==> src/sv/tbfe_pkg.sv <==
// Shared types and byte constants for the telnet byte filter and escaper.
package tbfe_pkg;

	localparam logic [7:0] BYTE_IAC    = 8'd255;
	localparam logic [7:0] BYTE_SE     = 8'd240;
	localparam logic [7:0] BYTE_SB     = 8'd250;
	localparam logic [7:0] BYTE_CMD_LO = 8'd241;
	localparam logic [7:0] BYTE_CMD_HI = 8'd249;
	localparam logic [7:0] BYTE_OPT_LO = 8'd251;
	localparam logic [7:0] BYTE_OPT_HI = 8'd254;
	localparam logic [7:0] BYTE_CR     = 8'd13;
	localparam logic [7:0] BYTE_NUL    = 8'd0;

	localparam logic OP_RX = 1'b0;
	localparam logic OP_TX = 1'b1;

	localparam logic DIR_HOST = 1'b0;
	localparam logic DIR_LINK = 1'b1;

	typedef struct packed {
		logic       opcode;
		logic [7:0] data_byte;
	} in_item_t;

	typedef struct packed {
		logic       direction;
		logic [7:0] out_byte;
		logic       last;
	} out_item_t;

	typedef enum logic [4:0] {
		ST_START = 5'b00001,
		ST_IAC   = 5'b00010,
		ST_CMD   = 5'b00100,
		ST_SUB1  = 5'b01000,
		ST_SUB2  = 5'b10000
	} parse_state_t;

endpackage

==> src/sv/telnet_byte_filter_and_escaper.sv <==
// Top level: input register, IAC filter / TX escaper, two-entry result buffer.
//
//  channel | handshake            | payload
//  --------+----------------------+--------------------------------------
//  in      | in_valid / in_ready  | in_data  (opcode, data_byte)
//  out     | out_valid / out_ready| out_data (direction, out_byte, last)
//
// One request per cycle; a receive byte yields 0 or 1 results, a transmit
// byte 1 or 2. Results drain one per cycle from a two-entry buffer, so a run
// of 0xFF or CR transmits is paced by the output port. Input to first result
// passes the input register, then the result buffer. Reset puts the parser
// in its start state, clears the CR flag and empties both stages. A stalled
// output holds the buffer and backs up into in_ready.
module telnet_byte_filter_and_escaper (
	input  logic                clk,
	input  logic                arst_n,
	input  logic                in_valid,
	output logic                in_ready,
	input  tbfe_pkg::in_item_t  in_data,
	output logic                out_valid,
	input  logic                out_ready,
	output tbfe_pkg::out_item_t out_data
);
	import tbfe_pkg::*;

	localparam logic [2:0] BUF_DEPTH = 3'd2;

	logic      valid_s1;
	in_item_t  item_s1;

	out_item_t buf_q [2];
	logic      wr_ptr_q, rd_ptr_q;
	logic [1:0] cnt_q;

	logic      rx_deliver;
	logic      rx_step;
	logic      consume;
	logic      pop;
	logic [1:0] n_res;
	logic [2:0] n_free;
	out_item_t r0, r1;

	// result generation from the registered request
	always_comb begin
		r0 = '{direction: DIR_LINK, out_byte: item_s1.data_byte, last: 1'b1};
		r1 = '{direction: DIR_LINK, out_byte: item_s1.data_byte, last: 1'b1};
		n_res = 2'd0;
		if (item_s1.opcode == OP_TX) begin
			if (item_s1.data_byte == BYTE_IAC) begin
				r0.last = 1'b0;
				n_res   = 2'd2;
			end else if (item_s1.data_byte == BYTE_CR) begin
				r0.last     = 1'b0;
				r1.out_byte = BYTE_NUL;
				n_res       = 2'd2;
			end else begin
				n_res = 2'd1;
			end
		end else begin
			r0.direction = DIR_HOST;
			n_res        = rx_deliver ? 2'd1 : 2'd0;
		end
	end

	assign pop      = out_valid && out_ready;
	assign n_free   = BUF_DEPTH - {1'b0, cnt_q} + {2'b00, pop};
	assign consume  = valid_s1 && ({1'b0, n_res} <= n_free);
	assign rx_step  = consume && item_s1.opcode == OP_RX;
	assign in_ready = !valid_s1 || consume;

	tbfe_rx_parser u_rx_parser (
		.clk     (clk),
		.arst_n  (arst_n),
		.step    (rx_step),
		.rx_byte (item_s1.data_byte),
		.deliver (rx_deliver)
	);

	always_ff @(posedge clk or negedge arst_n) begin
		if (!arst_n) begin
			valid_s1 <= 1'b0;
		end else if (in_ready) begin
			valid_s1 <= in_valid;
		end
	end

	always_ff @(posedge clk) begin
		if (in_ready && in_valid) begin
			item_s1 <= in_data;
		end
	end

	always_ff @(posedge clk or negedge arst_n) begin
		if (!arst_n) begin
			wr_ptr_q <= 1'b0;
			rd_ptr_q <= 1'b0;
			cnt_q    <= 2'd0;
		end else begin
			if (consume) begin
				wr_ptr_q <= wr_ptr_q ^ n_res[0];
			end
			rd_ptr_q <= rd_ptr_q ^ pop;
			cnt_q    <= cnt_q + (consume ? n_res : 2'd0) - {1'b0, pop};
		end
	end

	always_ff @(posedge clk) begin
		if (consume && n_res != 2'd0) begin
			buf_q[wr_ptr_q] <= r0;
		end
		if (consume && n_res == 2'd2) begin
			buf_q[~wr_ptr_q] <= r1;
		end
	end

	assign out_valid = (cnt_q != 2'd0);
	assign out_data  = buf_q[rd_ptr_q];

	a_cnt_bound: assert property (@(posedge clk) disable iff (!arst_n)
		cnt_q <= 2'd2)
		else $error("result buffer overfilled");

	a_tx_yields: assert property (@(posedge clk) disable iff (!arst_n)
		consume && item_s1.opcode == OP_TX |=> out_valid)
		else $error("transmit request produced no result");

	a_hold_stalled: assert property (@(posedge clk) disable iff (!arst_n)
		valid_s1 && !consume |=> valid_s1 && $stable(item_s1))
		else $error("stalled request lost");

endmodule

==> src/sv/tbfe_rx_parser.sv <==
// Receive-side IAC parser with CR NUL suppression.
module tbfe_rx_parser (
	input  logic       clk,
	input  logic       arst_n,
	input  logic       step,
	input  logic [7:0] rx_byte,
	output logic       deliver
);
	import tbfe_pkg::*;

	parse_state_t state_q, state_d;
	logic         last_was_cr_q;
	logic         clear_cr;

	always_comb begin
		state_d  = ST_START;
		deliver  = 1'b0;
		clear_cr = 1'b0;
		case (state_q)
			ST_IAC: begin
				if (rx_byte inside {[BYTE_CMD_LO:BYTE_CMD_HI]}) begin
					state_d = ST_START;
				end else if (rx_byte == BYTE_SB) begin
					state_d = ST_SUB1;
				end else if (rx_byte inside {[BYTE_OPT_LO:BYTE_OPT_HI]}) begin
					state_d = ST_CMD;
				end else begin
					deliver = 1'b1;
				end
			end
			ST_CMD: begin
				state_d = ST_START;
			end
			ST_SUB1: begin
				state_d = (rx_byte == BYTE_IAC) ? ST_SUB2 : ST_SUB1;
			end
			ST_SUB2: begin
				state_d = (rx_byte == BYTE_SE) ? ST_START : ST_SUB1;
			end
			default: begin
				if (rx_byte == BYTE_IAC) begin
					state_d = ST_IAC;
				end else if (last_was_cr_q && rx_byte == BYTE_NUL) begin
					clear_cr = 1'b1;
				end else begin
					deliver = 1'b1;
				end
			end
		endcase
	end

	always_ff @(posedge clk or negedge arst_n) begin
		if (!arst_n) begin
			state_q       <= ST_START;
			last_was_cr_q <= 1'b0;
		end else if (step) begin
			state_q <= state_d;
			if (deliver) begin
				last_was_cr_q <= (rx_byte == BYTE_CR);
			end else if (clear_cr) begin
				last_was_cr_q <= 1'b0;
			end
		end
	end

	a_cmd_drops_one: assert property (@(posedge clk) disable iff (!arst_n)
		step && state_q == ST_CMD |=> state_q == ST_START)
		else $error("option byte not consumed after WILL/WONT/DO/DONT");

	a_no_deliver_in_sub: assert property (@(posedge clk) disable iff (!arst_n)
		deliver |-> !(state_q == ST_CMD || state_q == ST_SUB1 || state_q == ST_SUB2))
		else $error("delivery while inside negotiation");

	a_cr_tracked: assert property (@(posedge clk) disable iff (!arst_n)
		step && deliver && rx_byte == BYTE_CR |=> last_was_cr_q)
		else $error("delivered CR not remembered");

endmodule

==> config.mk <==
export PLATFORM = sky130hd
export DESIGN_NAME = telnet_byte_filter_and_escaper
export DESIGN_NICKNAME = d
export VERILOG_FILES = /design/src/sv/tbfe_pkg.sv /design/src/sv/telnet_byte_filter_and_escaper.sv /design/src/sv/tbfe_rx_parser.sv
export SDC_FILE = /design/constraint.sdc
export NUM_CORES = 1
export LEC_CHECK = 0
export BUFFER_PORTS_ARGS = -buffer_cell sky130_fd_sc_hd__clkbuf_2
export CELL_PAD_IN_SITES_DETAIL_PLACEMENT = 1
export CELL_PAD_IN_SITES_GLOBAL_PLACEMENT = 2
export CORE_MARGIN = 4
export CORE_UTILIZATION = 35
export CTS_CLUSTER_DIAMETER = 30
export DETAILED_ROUTE_END_ITERATION = 8
export PLACE_DENSITY = 0.78
export SYNTH_ARGS = -nofsm -noshare
export SYNTH_HDL_FRONTEND = slang
export SYNTH_SLANG_ARGS = --single-unit
==> constraint.sdc <==
create_clock -name clk -period 3.11 [get_ports clk]
set_input_delay 0 -clock clk [delete_from_list [all_inputs] [get_ports clk]]
set_output_delay 0 -clock clk [all_outputs]
set_load 0.05 [all_outputs]
After elaboration in Yosys (flattened, before gate mapping)
Memories as Yosys holds them, arrays and structs flattened.
Cells that the tools add are included.

operators by class
  magnitude comparators = 5
  equal/unequal tests = 9
  add/sub/neg operators = 4
  reduce and logical (&&, ||, !) cells = 18
  mux-type cells = 34
  bitwise gates (word level) = 4

operators by type and width
  cell                   number
  $eq A8 B8 Y1 const B   3
  $mux W8                3
  $pmux W5 S4            1
  $mux W1                19
  $ge A8 B8 Y1 const B   2
  $le A8 B8 Y1 const B   2
  $mux W5                3
  $mux W2                5
  $logic_and A1 B1 Y1    9
  $eq A8 B4 Y1 const B   1
  $logic_not A8 Y1       1
  $reduce_bool A2 Y1     3
  $eq A5 B2 Y1 const B   1
  $eq A5 B3 Y1 const B   1
  $eq A5 B4 Y1 const B   1
  $eq A5 B5 Y1 const B   1
  $mux W4                1
  $reduce_or A4 Y1       1
  $add A3 B1 Y3          1
  $le A2 B3 Y1           1
  $mux W3                1
  $reduce_or A3 Y1       1
  $sub A2 B2 Y3 const A  1
  $add A2 B2 Y2          1
  other kinds (8)        10

storage, ports and cells
  memories = 1
  output and inout port bits = 12
  input port bits = 13
  word-level logic and storage cells = 83
  bits in writable memories = 20
  bits in registers = 20

memory list
  name   depth  width  read ports  clocked after Yosys merged registers in  write ports  line                                  text
  buf_q  2      10     1           0                                        2            telnet_byte_filter_and_escaper.sv:31  out_item_t buf_q [2];

Depth between registers and ports, before layout
Gate-level depths: netlist (run 1).

  depth in word-level cells = 13
  depth in mapped cells = 18
  gate-level depth less buffers = 17

Modules after synthesis
From an unflattened synthesis (run 1), not the netlist that was laid out.

second synthesis, totals
  cell total of the unflattened synthesis = 187
  area total of the unflattened synthesis = 2144.6 um^2

modules (own cells, without submodules)
  module                          cells each  area each (um^2)  times used  sequential area each (um^2)
  telnet_byte_filter_and_escaper  122         1601.5            1           955.9
  tbfe_rx_parser                  65          543.0             1           151.4

Least setup slack after synthesis (run 1)
No wires, ideal clock.

  kind = reg2reg
  from = reg cnt_q[1]
  to = reg cnt_q[1]
  path buffers = 0
  data arrival time = 3.347 ns
  data required time = 2.979 ns
  setup slack = -0.369 ns
  stages on the path, launching flop included = 17
  library setup time = 0.131 ns
  clock period less this slack = 3.479 ns
  path through = dfrtp_1 -> or2_2 -> nand2_1 -> ha_1 -> ha_1 -> ha_1 -> nor2b_1 -> o21ai_1 -> nand2_1 -> a211oi_2 -> inv_1 -> ha_1 -> inv_1 -> ha_1 -> xor2_1 -> xnor2_1 -> xnor2_1

on the way
  cells in the longest elaborated chain, start to end = 8
  elaborated cells on any way between the ends = 9
  classes of those cells = 4 x add/sub; 1 x order compare; 1 x mux; 3 x reduce/logical

ends and longest elaborated chain
  item                     line                                   text
  from (decl)              telnet_byte_filter_and_escaper.sv:33   logic [1:0] cnt_q;
  from (signal assigned)   telnet_byte_filter_and_escaper.sv:103  cnt_q <= cnt_q + (consume ? n_res : 2'd0) - {1'b0, pop};
  $reduce_bool A2 Y1 (*)   telnet_byte_filter_and_escaper.sv:116  assign out_valid = (cnt_q != 2'd0);
  net out_valid            telnet_byte_filter_and_escaper.sv:20   output logic out_valid,
  $logic_and A1 B1 Y1 (*)  telnet_byte_filter_and_escaper.sv:65   assign pop = out_valid && out_ready;
  $add A3 B1 Y3            telnet_byte_filter_and_escaper.sv:66   assign n_free = BUF_DEPTH - {1'b0, cnt_q} + {2'b00, pop};
  $le A2 B3 Y1             telnet_byte_filter_and_escaper.sv:67   assign consume = valid_s1 && ({1'b0, n_res} <= n_free);
  $logic_and A1 B1 Y1      telnet_byte_filter_and_escaper.sv:67
  $mux W2                  telnet_byte_filter_and_escaper.sv:103
  $add A2 B2 Y2            telnet_byte_filter_and_escaper.sv:103
  $sub A2 B1 Y2 (*)        telnet_byte_filter_and_escaper.sv:103

The timed path passes the listed nets; every way through them passes the cells marked *.
A chain may end at the register's enable or synchronous reset.

Worst setup path in the final report (run 1)
  from = reg u_rx_parser.state_q[3]
  to = reg cnt_q[1]

on the way
  cells in the longest elaborated chain, start to end = 10
  elaborated cells on any way between the ends = 13
  classes of those cells = 2 x add/sub; 1 x order compare; 4 x eq/ne; 4 x mux; 2 x reduce/logical

ends and longest elaborated chain
  item                                        line                                   text
  from (decl)                                 tbfe_rx_parser.sv:11                   parse_state_t state_q, state_d;
  from (signal assigned)                      tbfe_rx_parser.sv:57                   state_q <= state_d;
  $eq A5 B3 Y1, or another cell as far along  tbfe_rx_parser.sv:19                   case (state_q)
  $reduce_or A3 Y1 (no source line)           -
  $pmux W1 S2 (*)                             tbfe_rx_parser.sv:19
  $mux W1 (*)                                 telnet_byte_filter_and_escaper.sv:61   n_res = rx_deliver ? 2'd1 : 2'd0;
  $mux W2 (*)                                 telnet_byte_filter_and_escaper.sv:48   if (item_s1.opcode == OP_TX) begin
  $le A2 B3 Y1                                telnet_byte_filter_and_escaper.sv:67
  $logic_and A1 B1 Y1                         telnet_byte_filter_and_escaper.sv:67
  $mux W2 (*)                                 telnet_byte_filter_and_escaper.sv:103
  $add A2 B2 Y2 (*)                           telnet_byte_filter_and_escaper.sv:103
  $sub A2 B1 Y2 (*)                           telnet_byte_filter_and_escaper.sv:103

Mark *: on every way between the ends. The rest lies on a longest branch, timed or not.

==> results of run 1 <==
-- logic make-up after synthesis --
group           after synthesis
compound gates               44
mux                          12
simple gates                 69
flops                        40
fa+ha+maj                     6
xor+xnor                      8
buf+inv                      20
-- power by group through the flow --
stage / Clock, µW / Combinational (µW) / Sequential (µW)
after floorplan: 0 / 1230 / 919
after global placement: 0 / 1600 / 978
after detailed placement: 0 / 1640 / 992
after CTS: 357 / 1880 / 978
after global routing: 382 / 2160 / 1010
final: 339 / 1980 / 978
-- how the worst min path moves through the flow --
| stage | from | to | slack, ps |
|---|---|---|---|
| finish | out_ready | rd_ptr_q | 80 |
| global placement | arst_n | rd_ptr_q | -90 |
| global route | out_ready | rd_ptr_q | 80 |
| floorplan | arst_n | cnt_q[0] | -300 |
| CTS | out_ready | rd_ptr_q | 60 |
| detailed placement | arst_n | rd_ptr_q | -90 |
-- layout make-up --
| cell class | instances | area [µm²] |
|---|---|---|
| Clock buffer | 5 | 68.8 |
| Inverter | 8 | 30.0 |
| Tap cell | 75 | 93.8 |
| Fill cell | 683 | 2950 |
| Multi-Input combinational cell | 139 | 1200 |
| Clock inverter | 3 | 18.8 |
| Timing Repair Buffer | 87 | 624 |
| Sequential cell | 40 | 1110 |
-- what timing repair did --
item | in CTS | in global routing
endpoints found under the hold margin | 21 | 0
endpoints found under the setup margin | 1 | 19
pin swaps | 16 | 13
hold buffers | 11 | 0
cloned | 0 | 0
setup buffers | 18 | 4
gates resized for setup | 17 | 14
-- cells in the mapped netlist, drive strengths merged (5+ instances only) --
| cell | count | area share [%] |
|---|---|---|
| o21ai | 11 | 2.6 |
| and2 | 13 | 3.7 |
| nand2 | 12 | 2.0 |
| edfxtp | 25 | 33 |
| clkbuf | 9 | 1.5 |
| a221oi | 5 | 3.1 |
| inv | 8 | 1.3 |
| nand4 | 5 | 1.4 |
| dfrtp | 10 | 11 |
| nand3 | 7 | 1.6 |
| nor2 | 11 | 2.6 |
| ha | 6 | 3.3 |
| mux2 | 11 | 5.5 |
| a21oi | 10 | 2.7 |
| xnor2 | 6 | 2.3 |
-- routing by layer --
| layer | part of all wire [%] | vias to the layer above | track usage, % |
|---|---|---|---|
| met3 | 2.5 | 12 | 3.17 |
| met2 | 51 | 26 | 27.4 |
| met1 | 44 | 919 | 18.8 |
| li1 | - | 911 | - |
| met5 | 0 | - | 0 |
| met4 | 2.1 | 0 | 5.08 |
-- metrics by stage --
stage	hold WS, ps	total power, µW	TNS (ps)	util, %
final	75.7	3300	-15.8	51.6
after global routing	84.0	3550	-271	51.6
after CTS	64.4	3210	-41.1	49.9
after detailed placement	-89.5	2630	-88.7	43.3
after global placement	-94.7	2580	-1.93	43.3
after floorplan	-296	2150	-178	-
-- cell usage in the layout, fill, tap and decap left out, types with 2 or more instances in the layout --
master,instances
a21oi_1,8
or4_1,2
clkinv_2,2
dfrtp_1,8
and2_4,2
o21ai_2,2
and4_1,2
a21o_1,4
buf_4,51
nand4_1,5
nor4b_4,2
edfxtp_1,25
nand2_1,7
clkbuf_2,24
mux2_2,10
clkbuf_8,5
xnor2_1,6
dlygate4sd3_1,11
and2_1,10
dfrtp_2,2
o21ai_0,6
nor2_1,9
ha_4,3
nand3_1,6
a41o_1,3
nor3_1,3
ha_1,2
nor4_1,2
a221oi_2,4
dfxtp_1,4
nand2_2,5
nand2b_1,2
o21ai_1,3
inv_1,7
a31oi_1,2
a311oi_4,2
-- worst min-delay path: stages --
cell	delay (ps)
clkbuf_2	90
nand2_2	70
buf_4	110
xnor2_1	60
-- state kept, by name, indices dropped and copies added, names as in the netlist --
signal                     flops
buf_q                         20
cnt_q                          2
item_s1                        9
rd_ptr_q                       1
u_rx_parser.last_was_cr_q      1
u_rx_parser.state_q            5
valid_s1                       1
wr_ptr_q                       1
==> flow_metrics.tcl, run 1 <==
set metrics [dict create \
    outcome "finished, violations left" \
    violations "setup timing" \
    worst_pin_slew_ps 520 \
    drt-total-wl_um 5640 \
    ir_drop_uv 637 \
    path_cells "or4b_4 > nor2_8 > a21oi_4 > nand2_2 > nand2_2 > ha_4 > a21oi_2 > o21ai_2 > nand2_2 > a211oi_2 > inv_1 > ha_4 > inv_2 > ha_4 > xor2_2 > xnor2_1 > xnor2_1" \
    relSlewSlack_pct 65.0 \
    pwr-share-comb_pct 60.0 \
    synth_top_family_by_area "simple AND/OR/NAND/NOR gates" \
    rows 28 \
    critPathRequiredTime_ps 3330 \
    cp.depth 17 \
    initialDrtViolationCount 56 \
    grt_max_degree 14 \
    antenna_found_initial 0 \
    clk_pin_slew_ps 80 \
    regToRegSetupSlack_ps -20 \
    cp-start-kind "flop" \
    synth-edff-count 25 \
    worstSetupEndpointType "flop" \
    die-width_um 88.3 \
    yosys_warnings 0 \
    drc 0 \
    worstReg2RegEnd "cnt_q[1]" \
    synthSimpleGateAreaFrac_pct 17.8 \
    dpl_cell_area_um2 2640 \
    fin_crit_ps 3130 \
    initial_core_util_pct 37.0 \
    p_int_uw 1830 \
    finalNonFillerCells 357 \
    clock_power_share_pct 10.3 \
    reg2reg_depth 17 \
    maxCapViolCount 0 \
    critical_path.top_delay_family "simple AND/OR/NAND/NOR gates" \
    ant_nets 0 \
    diodes 0 \
    ys_ff_latch 40 \
    worstSetupEndpoint "cnt_q[1]" \
    ys.flop_type "edfxtp_1" \
    synthCells 199 \
    vias 1868 \
    drive_gt1_share_pct 47.2 \
    max_stage_delay_ps 580 \
    die_area_um2 7790 \
    seqPwrFrac_pct 29.7 \
    overflow 0 \
    cts_sinks 40 \
    yosys.area_share.adder_pct 3.33 \
    fin_nets 300 \
    synth_area_um2 2260 \
    slowest_stage "or4b_4" \
    period_share_pct 101 \
    slew_viol_final 0 \
    port_buffers 24 \
    cts_made_buffers 5 \
    setup_viol 1 \
    critical_path_buf_inv_count 2 \
    die_y_um 88.3 \
    max_freq_ghz 0.320 \
    syn_avg_cell_area_um2 11.3 \
    coreArea_um2 6100 \
    critPathArrivalTime_ps 3340 \
    gp_congestion 0.796 \
    r2r_start "u_rx_parser.state_q[3]" \
    cp-startpoint "u_rx_parser.state_q[3]" \
    final_area_um2 3150 \
    synthMuxAreaShare_pct 5.93 \
    hold_viol_final 0 \
    crit_type "reg -> reg" \
    htree_levels 2 \
    rsz0062_at_grt "true" \
    io_pins 25 \
    worstHoldPathCells 4 \
    powerDensity_nw_per_um2 1050 \
    routedWlPerCell_um 15.8 \
    p_sw_uw 1460 \
    tritoncts "done" \
    syn-num-nets 218 \
    clkLatencyLatePin_ps 290 \
    p_sw_share_pct 44.3 \
    drt_first_pass_iters 4 \
    clock_skew_ps 4.42 \
    synth_compound_area_share_pct 16.7 \
    ys_types 50 \
    p_leak_uw 0.00134 \
    area_growth_pct 39.5 \
    clockRootBuffer "clkbuf_8" \
    hp-class "in -> reg" \
    place_hpwl_um 3930 \
    clock_path_buffers 2 \
    grt_pass1_vias 1965 \
    async_reset_ff_share_pct 27.5 \
    layout_setup_ws_ps -15.8 \
    via_per_inst 5.23 \
    synth_xor_area_share_pct 3.11 \
    yosysSeqAreaShare_pct 49.1 \
    grt_pass1_wl_um 9360 \
    placedCellCount 316 \
    critical_path.max_fanout 4 \
    track_usage_pct 15.5 \
    dp_worst_setup_slack_ps -88.7 \
]
Note: power is estimated with default switching activity, not from simulation.
==> run 2, diff against run 1 <==
- clock period: 3.11 -> 2.53 ns (I/O delays scaled with it)
==> run 2 against run 1 <==
Against the previous run:
- the run still ends with setup timing left
- clock-buffer cell count is 1 higher
- combinational power is 54% higher
- worst setup slack worse by 520 ps
- via count is 5.7% higher
- cell count is 4.2% higher
- sequential share of layout area is 3.3 points lower
- die area stayed put
- core utilization is 5.3 points higher
- non-clock buffer count is 15 higher
- clock power is 26% higher
- maximum frequency is 1.9% higher
- power is 41% higher
- critical endpoint unchanged
- largest cell class unchanged
- largest power group unchanged
==> flow_metrics.tcl, run 2 (synthesis gave the netlist of run 1 again) <==
set metrics [dict create \
    outcome "finished, violations left" \
    violations "setup timing" \
    initialDrtViolationCount 91 \
    final_common_cell "buf_4" \
    crit_path_frequent_cell "ha_4" \
    dpl_cell_area_um2 2840 \
    antenna_found_initial 0 \
    period_share_pct 121 \
    tritoncts "done" \
    die-width_um 88.3 \
    coreArea_um2 6100 \
    dp_worst_setup_slack_ps -657 \
    crit_type "reg -> reg" \
    path_cells "or4b_4 > nor2_8 > a21oi_4 > nand2_2 > nand2_4 > ha_4 > a21oi_2 > o21ai_2 > nand2_2 > a211oi_4 > inv_2 > ha_4 > inv_2 > ha_4 > xor2_2 > xnor2_1 > xnor2_1" \
    p_sw_uw 2060 \
    cts_made_buffers 5 \
    die_y_um 88.3 \
    ant_nets 0 \
    io_pins 25 \
    slew_viol_final 0 \
    rsz0062_at_grt "true" \
    fin_nets 315 \
    area_growth_pct 53.7 \
    gp_congestion 0.810 \
    ir_drop_uv 680 \
    max_freq_ghz 0.326 \
    fin_setup_tns_ps -12340 \
    max_stage_delay_ps 530 \
    pwr-share-comb_pct 65.4 \
    relSlewSlack_pct 68.1 \
    top_register "buf_q" \
    cp-start-kind "flop" \
    seqPwrFrac_pct 25.4 \
    rows 28 \
    final_area_um2 3470 \
    htree_levels 2 \
    drc 0 \
    initial_core_util_pct 37.0 \
    critPathArrivalTime_ps 3290 \
    worstSetupEndpointType "flop" \
    slowest_stage "or4b_4" \
    hp-class "in -> reg" \
    p_leak_uw 0.00149 \
    via_per_inst 5.31 \
    clk_pin_slew_ps 80 \
    place_hpwl_um 4140 \
    reg_top3 "buf_q (20), item_s1 (9), u_rx_parser.state_q (5)" \
    diodes 0 \
    critPathRequiredTime_ps 2750 \
    powerDensity_nw_per_um2 1340 \
    largest_reg_flops 20 \
    grt_max_degree 14 \
    routedWlPerCell_um 18.8 \
    worst_pin_slew_ps 479 \
    clockRootBuffer "clkbuf_8" \
    port_buffers 24 \
    layout_setup_ws_ps -539 \
    fin_hold_ws_ps 56.2 \
    p_sw_share_pct 44.3 \
    drt-total-wl_um 6980 \
    maxCapViolCount 0 \
    die_area_um2 7790 \
    setup_viol 51 \
    hold_viol_final 0 \
    grt_pass1_vias 2190 \
    overflow 0 \
    clock_skew_ps 6.82 \
    p_int_uw 2590 \
    track_usage_pct 17.8 \
    clock_path_buffers 2 \
    p_total_uw 4640 \
    drt_first_pass_iters 4 \
    critical_path.max_fanout 6 \
    clkLatencyLatePin_ps 300 \
    grt_pass1_wl_um 10700 \
    cts_sinks 40 \
    clock_power_share_pct 9.2 \
    final_cell_mix "59 x buf_4, 25 x edfxtp_1, 23 x clkbuf_2" \
    fin_crit_ps 3070 \
    drive_gt1_share_pct 56.2 \
    vias 1975 \
]
run 2: cell types whose count changed in the layout (fill, tap and decap cells not counted), moves of 3 or more:
cell     change
o21ai_2      +3
buf_6        +4
buf_4        +8
and2_4       +3
and2_1       -3
nand2_4      +3
o21ai_1      -3
inv_1        -3
run 2: worst max-delay path, delay by kind of cell (launching register included):
family                   cells  cell delay, ps
AND/OR/NAND/NOR              5             890
buffers and inverters        2             120
adder cells (fa/ha/maj)      3             680
flip-flops                   1             450
XOR/XNOR                     3             450
AO/OA/AOI/OAI                4             390
run 2: what timing repair did:
action,4_1_cts,5_1_grt
pin swaps,15,11
endpoints found under the hold margin,21,0
endpoints found under the setup margin,54,55
setup buffers,13,9
cloned,0,1
gates resized for setup,40,23
hold buffers,11,0
run 2: power by group through the flow:
stage | combinational, µW | clock [µW] | sequential (µW)
after floorplan | 1590 | 0 | 1130
after global placement | 2260 | 0 | 1170
after detailed placement | 2310 | 0 | 1180
after CTS | 2660 | 432 | 1170
after global routing | 3230 | 463 | 1210
final | 3040 | 427 | 1180
run 2: metal layers:
metal,up-vias,global-route usage [%],share of wire [%]
met5,-,0,0
met4,0,6.73,1.9
met3,11,2.98,2.0
met2,27,32.8,54
met1,995,20.6,42
li1,942,-,-
run 2: final cells by class:
type	count	area, µm²
tap	75	93.8
timing repair buffer	102	815
fill	674	2630
sequential	40	1110
clock buffer	6	72.6
multi-input combinational	139	1330
clock inverter	2	12.5
inverter	8	32.5
run 2: final timing paths:
kind	from	end	slack, ps	cells past startpoint
setup / recovery	u_rx_parser.state_q[1]	cnt_q[1]	-540	17
max in group asynchronous	arst_n	u_rx_parser.state_q[0]	2110	2
setup reg to reg	u_rx_parser.state_q[1]	cnt_q[1]	-540	17
hold / removal	out_ready	rd_ptr_q	60	4
min in group asynchronous	arst_n	wr_ptr_q	130	2
hold reg to reg	u_rx_parser.last_was_cr_q	u_rx_parser.last_was_cr_q	520	1
run 2: through the flow:
| step | util [%] | std cells |
|---|---|---|
| after global placement | 46.6 | 337 |
| final | 56.9 | 372 |
| after detailed placement | 46.6 | 337 |
| after floorplan | - | 199 |
| after CTS | 53.5 | 363 |
| after global routing | 56.9 | 372 |
